## src/tdps_pkg.sv

```systemverilog
// Package for the trial-division prime sieve.
// Holds table sizes, derived widths and the remainder unit status type.
// No dependencies.
package tdps_pkg;

  localparam int MaxPrimes = 64;
  localparam int ValueBits = 16;

  localparam int IdxBits   = $clog2(MaxPrimes);
  localparam int CountBits = $clog2(MaxPrimes + 1);
  localparam int StepBits  = $clog2(ValueBits + 1);

  typedef logic [ValueBits-1:0] value_t;

  typedef struct packed {
    logic busy;
    logic done;
    logic rem_zero;
  } rem_status_t;

endpackage

```

## src/tdps_rem.sv

```systemverilog
// Bit-serial remainder unit for the trial-division prime sieve.
// Restoring division, one dividend bit per cycle; reports a zero remainder.
// Depends on tdps_pkg.
module tdps_rem (
  input  logic                 clk,
  input  logic                 rst,
  input  logic                 start,
  input  tdps_pkg::value_t     dividend,
  input  tdps_pkg::value_t     divisor,
  output tdps_pkg::rem_status_t status
);
  import tdps_pkg::*;

  logic                busy;
  logic                done;
  logic [StepBits-1:0] step;
  value_t              rem;
  value_t              quo;
  value_t              dvs;
  logic [ValueBits:0]  trial;
  logic [ValueBits:0]  diff;
  value_t              rem_next;

  always_comb begin
    trial = {rem, quo[ValueBits-1]};
    diff  = trial - {1'b0, dvs};
    if (!diff[ValueBits]) begin
      rem_next = diff[ValueBits-1:0];
    end else begin
      rem_next = trial[ValueBits-1:0];
    end
  end

  always_ff @(posedge clk) begin
    if (rst) begin
      busy <= 1'b0;
      done <= 1'b0;
      step <= '0;
    end else begin
      done <= 1'b0;
      if (start) begin
        busy <= 1'b1;
        step <= '0;
      end else if (busy) begin
        step <= step + StepBits'(1);
        if (step == StepBits'(ValueBits - 1)) begin
          busy <= 1'b0;
          done <= 1'b1;
        end
      end
    end
  end

  always_ff @(posedge clk) begin
    if (start) begin
      rem <= '0;
      quo <= dividend;
      dvs <= divisor;
    end else if (busy) begin
      rem <= rem_next;
      quo <= {quo[ValueBits-2:0], 1'b0};
    end
  end

  assign status.busy     = busy;
  assign status.done     = done;
  assign status.rem_zero = (rem == '0);

endmodule

```

## src/trial_division_prime_sieve.sv

```systemverilog
// Top level of the trial-division prime sieve.
// Holds the prime table memory, the sequencer and the output register.
// Depends on tdps_pkg and tdps_rem.
//
// Usage:
//   Input channel: number with in_valid / in_ready. Output channel:
//   prime_value and not_stored with out_valid / out_ready. An item is
//   moved when valid and ready are both high at a rising edge.
//   Each candidate is tested against the stored primes one at a time:
//   the table memory is read into a register, then the bit-serial
//   remainder unit works through the 16 dividend bits. A rejected
//   item stops at the first divisor found. The remainder unit sets the
//   rate. A passing item lands in the output register and is appended to
//   the table while room remains; a full table flags not_stored.
//   A new item is accepted as soon as the sequencer is idle, even while
//   the previous result waits in the output register; if the receiver
//   stalls, the next passing item holds until the register drains.
//   Reset (rst, synchronous) empties the table and the output register.
module trial_division_prime_sieve (
  input  logic                    clk,
  input  logic                    rst,
  input  logic                    in_valid,
  output logic                    in_ready,
  input  logic [15:0]             number,
  output logic                    out_valid,
  input  logic                    out_ready,
  output logic [15:0]             prime_value,
  output logic                    not_stored
);
  import tdps_pkg::*;

  localparam logic [2:0] S_IDLE  = 3'd0;
  localparam logic [2:0] S_FETCH = 3'd1;
  localparam logic [2:0] S_START = 3'd2;
  localparam logic [2:0] S_DIV   = 3'd3;
  localparam logic [2:0] S_EMIT  = 3'd4;

  value_t               prime_table [MaxPrimes];
  value_t               rd_data;
  logic [2:0]           state;
  logic [2:0]           state_next;
  logic [IdxBits-1:0]   idx;
  logic [CountBits-1:0] count;
  value_t               cand;
  logic                 full;
  logic                 last;
  logic                 hit;
  logic                 load;
  logic                 wr_en;
  logic                 div_start;
  rem_status_t          status;

  assign in_ready  = (state == S_IDLE);
  assign full      = (count == CountBits'(MaxPrimes));
  assign last      = ((CountBits'(idx) + CountBits'(1)) == count);
  assign hit       = (rd_data == '0) ? (cand == '0) : status.rem_zero;
  assign load      = (state == S_EMIT) && (!out_valid || out_ready);
  assign wr_en     = load && !full;
  assign div_start = (state == S_START);

  tdps_rem u_rem (
    .clk      (clk),
    .rst      (rst),
    .start    (div_start),
    .dividend (cand),
    .divisor  (rd_data),
    .status   (status)
  );

  always_ff @(posedge clk) begin
    if (wr_en) begin
      prime_table[count[IdxBits-1:0]] <= cand;
    end
    rd_data <= prime_table[idx];
  end

  always_comb begin
    state_next = state;
    unique case (state)
      S_IDLE: begin
        if (in_valid) begin
          state_next = (count == '0) ? S_EMIT : S_FETCH;
        end
      end
      S_FETCH: state_next = S_START;
      S_START: state_next = S_DIV;
      S_DIV: begin
        if (status.done) begin
          priority if (hit) begin
            state_next = S_IDLE;
          end else if (last) begin
            state_next = S_EMIT;
          end else begin
            state_next = S_FETCH;
          end
        end
      end
      S_EMIT: begin
        if (load) begin
          state_next = S_IDLE;
        end
      end
      default: state_next = S_IDLE;
    endcase
  end

  always_ff @(posedge clk) begin
    if (rst) begin
      state     <= S_IDLE;
      count     <= '0;
      idx       <= '0;
      out_valid <= 1'b0;
    end else begin
      state <= state_next;
      if (in_valid && in_ready) begin
        idx <= '0;
      end else if ((state == S_DIV) && status.done && !hit && !last) begin
        idx <= idx + IdxBits'(1);
      end
      if (wr_en) begin
        count <= count + CountBits'(1);
      end
      if (load) begin
        out_valid <= 1'b1;
      end else if (out_ready) begin
        out_valid <= 1'b0;
      end
    end
  end

  always_ff @(posedge clk) begin
    if (in_valid && in_ready) begin
      cand <= number;
    end
    if (load) begin
      prime_value <= cand;
      not_stored  <= full;
    end
  end

  a_count_bound: assert property (@(posedge clk) disable iff (rst)
    count <= CountBits'(MaxPrimes))
    else $error("prime count beyond table size");

  a_div_running: assert property (@(posedge clk) disable iff (rst)
    (state == S_DIV) |-> (status.busy || status.done))
    else $error("waiting on an idle remainder unit");

  a_append: assert property (@(posedge clk) disable iff (rst)
    wr_en |=> (count == $past(count) + CountBits'(1)) && out_valid)
    else $error("table append without count step or result");

  a_idx_range: assert property (@(posedge clk) disable iff (rst)
    (state == S_START) |-> (CountBits'(idx) < count))
    else $error("read of an unwritten table entry");

endmodule

```

## config.mk

```make
export PLATFORM = sky130hd
export DESIGN_NAME = trial_division_prime_sieve
export DESIGN_NICKNAME = d
export VERILOG_FILES = /design/src/tdps_pkg.sv /design/src/tdps_rem.sv /design/src/trial_division_prime_sieve.sv
export SDC_FILE = /design/constraint.sdc
export NUM_CORES = 1
export LEC_CHECK = 0
export ABC_CLOCK_PERIOD_IN_PS = 6100
export BUFFER_PORTS_ARGS = -buffer_cell sky130_fd_sc_hd__buf_2
export CORE_MARGIN = 10
export CORE_UTILIZATION = 66
export DETAILED_ROUTE_END_ITERATION = 16
export PLACE_DENSITY_LB_ADDON = 0.05
export SYNTH_ARGS = -nofsm -noshare
export SYNTH_HDL_FRONTEND = slang
export SYNTH_SLANG_ARGS = --single-unit
```

## constraint.sdc

```tcl
create_clock -name clk -period 6.1 [get_ports clk]
set_input_delay 0.915 -clock clk [delete_from_list [all_inputs] [get_ports clk]]
set_output_delay 0.915 -clock clk [all_outputs]
set_load 0.05 [all_outputs]
```

# Yosys cells after proc, flatten, opt, wreduce, memory -nomap -nowiden
# Memory sizes are Yosys's and may differ from the RTL's. A register that Yosys moved wholly into a read port is not among the register bits.
# Index checks and enable logic that the tools add are counted.
# word_totals
reg_bits	105
ram_bits	1024
inputBits	20
out_inout_bits	19
elab_cells	71
n_memories	1
# op_classes
n_addsub	5
n_eq_ne	10
n_mux	19
n_bitwise	1
n_reduce_logical	22
# memory_table
memory	depth	width	read_ports	rd_clocked_by_memory_dff	wr	line	source
prime_table	64	16	1	1	1	trial_division_prime_sieve.sv:38	value_t prime_table [MaxPrimes];
# ops
op	count
16-bit zero test	3
16-bit two-way mux	3
3-bit two-way mux	6
17-bit by 16-bit subtractor with 17-bit output	1
3-bit case mux with 5 select lines	1
1-bit two-way mux	9
6-bit by 1-bit adder with 7-bit output, second input constant	1
7-bit by 1-bit adder with 7-bit output, second input constant	1
7-bit == test	1
7-bit == test, second input constant	1
7-bit zero test	1
6-bit by 1-bit adder with 6-bit output, second input constant	1
3-bit by 2-bit == test with 1-bit output, second input constant	2
1-bit logical AND	6
5-bit by 1-bit adder with 5-bit output, second input constant	1
5-bit by 4-bit == test with 1-bit output, second input constant	1
1-bit zero test	4
2-bit != test, second input constant	2
2-bit nonzero test	2
2-bit OR reduction	2
3-bit by 1-bit == test with 1-bit output, second input constant	1
3-bit == test, second input constant	1
3-bit zero test	1
3-bit AND reduction	1
4 further kinds	4

# Logic depth before layout (Yosys ltp)
# logic_depth
ltp_word	6
mapped_depth	12
mapped_depth_nobuf	11

# Cells and area by module
# From an unflattened synthesis, not the netlist that was laid out.
# unflattened
hier_cells	2105
hier_area_um2	44756.7
# by_module_without_submodules
mod	instances	cells_each	area_per_inst_um2
trial_division_prime_sieve	1	1806	41652.4
tdps_rem	1	299	3104.2

# Worst setup path before layout
# OpenSTA, ideal clock, no wires.
# synth_timing
path_type	in2reg
startpoint	in out_ready
endpoint	mem prime_table[63][0] (netlist bit) (enable)
setup_time_ps	389
arrival_ps	2962
required_time_ps	5711
slack_ps	2749
stages	8
n_path_buf	2
cell_sequence	nand2b_1 > nand3_1 > inv_1 > and2_1 > clkbuf_1 > nand3_1 > clkbuf_1 > nor2_1
# synth_between
elab_chain_cells	5
# synth_lines
item	line	source
start, declared	trial_division_prime_sieve.sv:26	input logic out_ready,
1-bit logical OR	trial_division_prime_sieve.sv:57	assign load = (state == S_EMIT) && (!out_valid || out_ready);
1-bit logical AND	trial_division_prime_sieve.sv:57	
net load	trial_division_prime_sieve.sv:48	logic load;
1-bit logical AND	trial_division_prime_sieve.sv:58	assign wr_en = load && !full;
1-bit two-way mux	trial_division_prime_sieve.sv:71	if (wr_en) begin
1-bit two-way mux (not written as such)	trial_division_prime_sieve.sv:72	prime_table[count[IdxBits-1:0]] <= cand;
end, declared	trial_division_prime_sieve.sv:38	
# The timed path passes the listed nets, and every way through them passes these cells.

# Worst setup path after layout
# layout_timing
startpoint	reg state[1]
endpoint	mem prime_table[15][12] (netlist bit) (enable)
# layout_between
elab_chain_cells	5
# layout_lines
item	line	source
start, declared	trial_division_prime_sieve.sv:40	logic [2:0] state;
start signal, assigned	trial_division_prime_sieve.sv:114	state <= state_next;
3-bit == test	trial_division_prime_sieve.sv:57	
1-bit logical AND	trial_division_prime_sieve.sv:57	
net load	trial_division_prime_sieve.sv:48	
1-bit logical AND	trial_division_prime_sieve.sv:58	
1-bit two-way mux	trial_division_prime_sieve.sv:71	
1-bit two-way mux (not written as such)	trial_division_prime_sieve.sv:72	
# The timed path passes the listed nets, and every way through them passes these cells.

==> impl_metrics.csv <==
group,metric,value,unit
timing,drv_slew,0,
power_and_ir_drop,p_per_area,353,nW/µm²
status,status,"complete, no violations",
clock_network,cts_made_buffers,111,
clock_network,hold_buffers,0,
synth,ys_types,52,
place,placed_area,46000,µm²
routing,wl,96500,µm
clock_network,clk_latency,670,ps
setup_path,crit_path_cell_trace,"nor2_1, nand3_1, inv_1, and2_1, nand3_1, nor2_2",
clock_network,cts.sink_count,1145,
clock_network,cts_max_level,3,
floorplanning,start_util,0.664,
setup_path,cp_max_fo,18,
finish,n_antenna_cell,0,
global_routing,grt_max_degree,135,
clock_network,cts_tree,"built",
finish,area_growth,12.3,%
floorplanning,core_area,66900,µm²
synth,synth_edf_count,1089,
setup_path,cp_slowest_cell,"nor2_2",
timing,finalClockSkew,26.8,ps
synth,syn_area_per_cell,21.3,µm²
place,place_hpwl,53000,µm
timing,hold_viol,0,
timing,fmax,0.279,GHz
timing,slew_headroom,0.185,
clock_network,cts_setup_buffers,0,
synth,synth_ff_type,"edfxtp_1",
global_routing,busiest_layer,"met2",
setup_path,crit_path_frequent_cell,"nand3_1",
routing,drc,0,
synth,synthCells,2088,
place,io_buffers,38,
routing,vias_per_cell,6.75,
synth,synth_warnings,0,
global_routing,met3_usage,0.0489,
global_routing,grt_pass1_wl,144000,µm
finish,drive_above_1_share,0.275,
setup_path,critPathMaxStageDelay,840,ps
setup_path,crit_arrival,3860,ps
clock_network,clk_pin_slew_worst_paths,60,ps
worst_hold_path,hold_path.class,"input port to flop",
setup_path,critPathCaptureType,"flop",
floorplanning,design.die.area,78100,µm²
finish,fill_cells,3660,
routing,first_pass_iters,7,
routing,ant_nets,0,
timing,fin_crit_sh,0.587,
floorplanning,fp-row-count,95,
global_routing,use_met2,0.384,
routing,via_count,21500,
setup_path,critPathBufInv,1,
routing,drt_iter0_drc,2637,
synth,synth_nets,2130,
clock_network,ctsResizeCount,0,
clock_network,cts_root_buf,"clkbuf_16",
setup_path,start_kind,"flop",
routing,wl_per_cell,30.3,µm
global_routing,grt_util_met1,0.383,
synth,syn_area,44400,µm²
finish,fin_area,49900,µm²
place,dpl_worst_slack,1710,ps
power_and_ir_drop,p_leak,0.0157,µW
floorplanning,io_pins,39,
floorplanning,die_w,279,µm
timing,finalSetupTns,0,ps
timing,grt_setup_unrepaired,"false",
power_and_ir_drop,ir_drop,290,µV
global_routing,grt_pass1_vias,21400,
floorplanning,die_h,279,µm
timing,setup_viol,0,
timing,worst_slew_pin_slew,1220,ps
synth,ys_seq_elements,1145,
global_routing,grt.overflow.total,0,
job,maxCapViolations,0,
synth,async_reset_ff_frac,0,
global_routing,grt_use_total,0.252,
synth,ys_seq_area_frac,0.761,
setup_path,path_class,"flop to flop",
clock_network,cts.path.max_buffers,3,
place,routabilityCongestion,0.824,
finish,fin_nets,2261,
setup_path,required,6380,ps
finish,instances_no_fill,3189,
place,dpl.cell_count,2978,
global_routing,antenna_found_initial,1,
timing,setup_ws,2520,ps
setup_path,critPathTopFamily,"simple AND/OR/NAND/NOR gates",
timing,min_period,3580,ps
==> where the power goes <==
part / internal (µW) / total [µW] / switching [µW] / leakage [µW]
clock: 4300 / 7170 / 2870 / 0.00189
sequential: 8990 / 9100 / 115 / 0.0103
combinational: 398 / 1350 / 954 / 0.00350
==> registers in the layout, indices dropped and copies added, names as in the netlist <==
signal	count
prime_table	1024
out_valid	1
u_rem.rem	16
u_rem.busy	1
count	7
not_stored	1
state	3
u_rem.dvs	16
prime_value	16
rd_data	16
u_rem.step	5
u_rem.done	1
u_rem.quo	16
idx	6
cand	16
==> layout make-up <==
cell class	instances	area, µm²	share of cell area
clock inverters	75	892	0.0179
clock buffers	135	2990	0.0599
inverters	27	101	0.00203
multi-input cells	805	10100	0.201
flip-flops and latches	1145	33800	0.678
well taps	873	1090	0.0219
repair buffers	129	948	0.0190
==> cells by family after synthesis <==
kind of cell / count (synthesis) / share of synthesized area
buffers and inverters: 138 / 0.0129
DFF: 1145 / 0.761
xor gates and xnor gates: 29 / 0.00572
and+or+nand+nor: 302 / 0.0308
AOI/OAI and AO/OA: 113 / 0.0158
adders and majority gates: 22 / 0.00636
muxes: 339 / 0.167
==> cell usage after synthesis, types with 3 or more instances <==
cell type,instances,area share
and2_1,4,0.00056
buf_1,12,0.0010
xor2_1,15,0.0030
nand2_1,104,0.0088
nor2_1,100,0.0084
mux2i_1,16,0.0036
a21oi_1,29,0.0033
o21bai_1,4,0.00068
buf_2,34,0.0038
nor3b_1,3,0.00051
nand4_1,7,0.00099
dfxtp_1,56,0.025
xnor2_1,14,0.0028
nand3_1,17,0.0019
nor3_1,8,0.00090
clkbuf_1,63,0.0053
a211oi_1,21,0.0035
nor4_1,14,0.0020
o21ai_0,24,0.0027
nand2b_1,7,0.00099
inv_1,25,0.0021
a31oi_1,16,0.0023
ha_1,21,0.0059
nor2b_1,13,0.0018
and3_1,9,0.0013
edfxtp_1,1089,0.74
nand3b_1,4,0.00068
mux4_2,323,0.16
or3_1,4,0.00056
==> placed cells by master, fill, tap and decap left out, drive strengths merged, types with 3 or more instances in the layout <==
cell type,n
bufinv,19
or3,4
buf,129
a211oi,21
a21oi,29
nand4,7
xnor2,14
nand3b,4
and3,9
o21bai,4
mux2i,16
o21ai,25
mux4,323
nand2b,7
clkbuf,135
xor2,15
nand3,17
inv,32
ha,21
edfxtp,1089
nand2,104
and2,4
nor4,14
clkinv,46
dfxtp,56
nor2,100
clkinvlp,5
nor2b,13
nor3b,3
nor3,8
a31oi,16
==> stage by stage <==
| stage | utilization | hold WS [ps] | total power (µW) |
|---|---|---|---|
| floorplan | - | 409 | 10100 |
| global placement | 0.688 | 418 | 10500 |
| detailed placement | 0.688 | 430 | 10600 |
| CTS | 0.746 | 401 | 17700 |
| global route | 0.746 | 413 | 18200 |
| finish | 0.746 | 437 | 17600 |
==> per-layer routing <==
| layer | share of wire | up-vias |
|---|---|---|
| li1 | - | 8923 |
| met5 | 0.00013 | - |
| met4 | 0.022 | 2 |
| met1 | 0.41 | 11300 |
| met2 | 0.47 | 1174 |
| met3 | 0.092 | 134 |
==> path summary, 6_finish.rpt <==
path               start             endpoint  slack [ps]  cells after the start
max             state[1]  prime_table[15][12]        2520                      6
min            number[3]              cand[3]         440                      1
max reg2reg     state[1]  prime_table[15][12]        2520                      6
min reg2reg  rd_data[10]        u_rem.dvs[10]         440                      0
No activity file was read; power rests on OpenSTA's default activity.
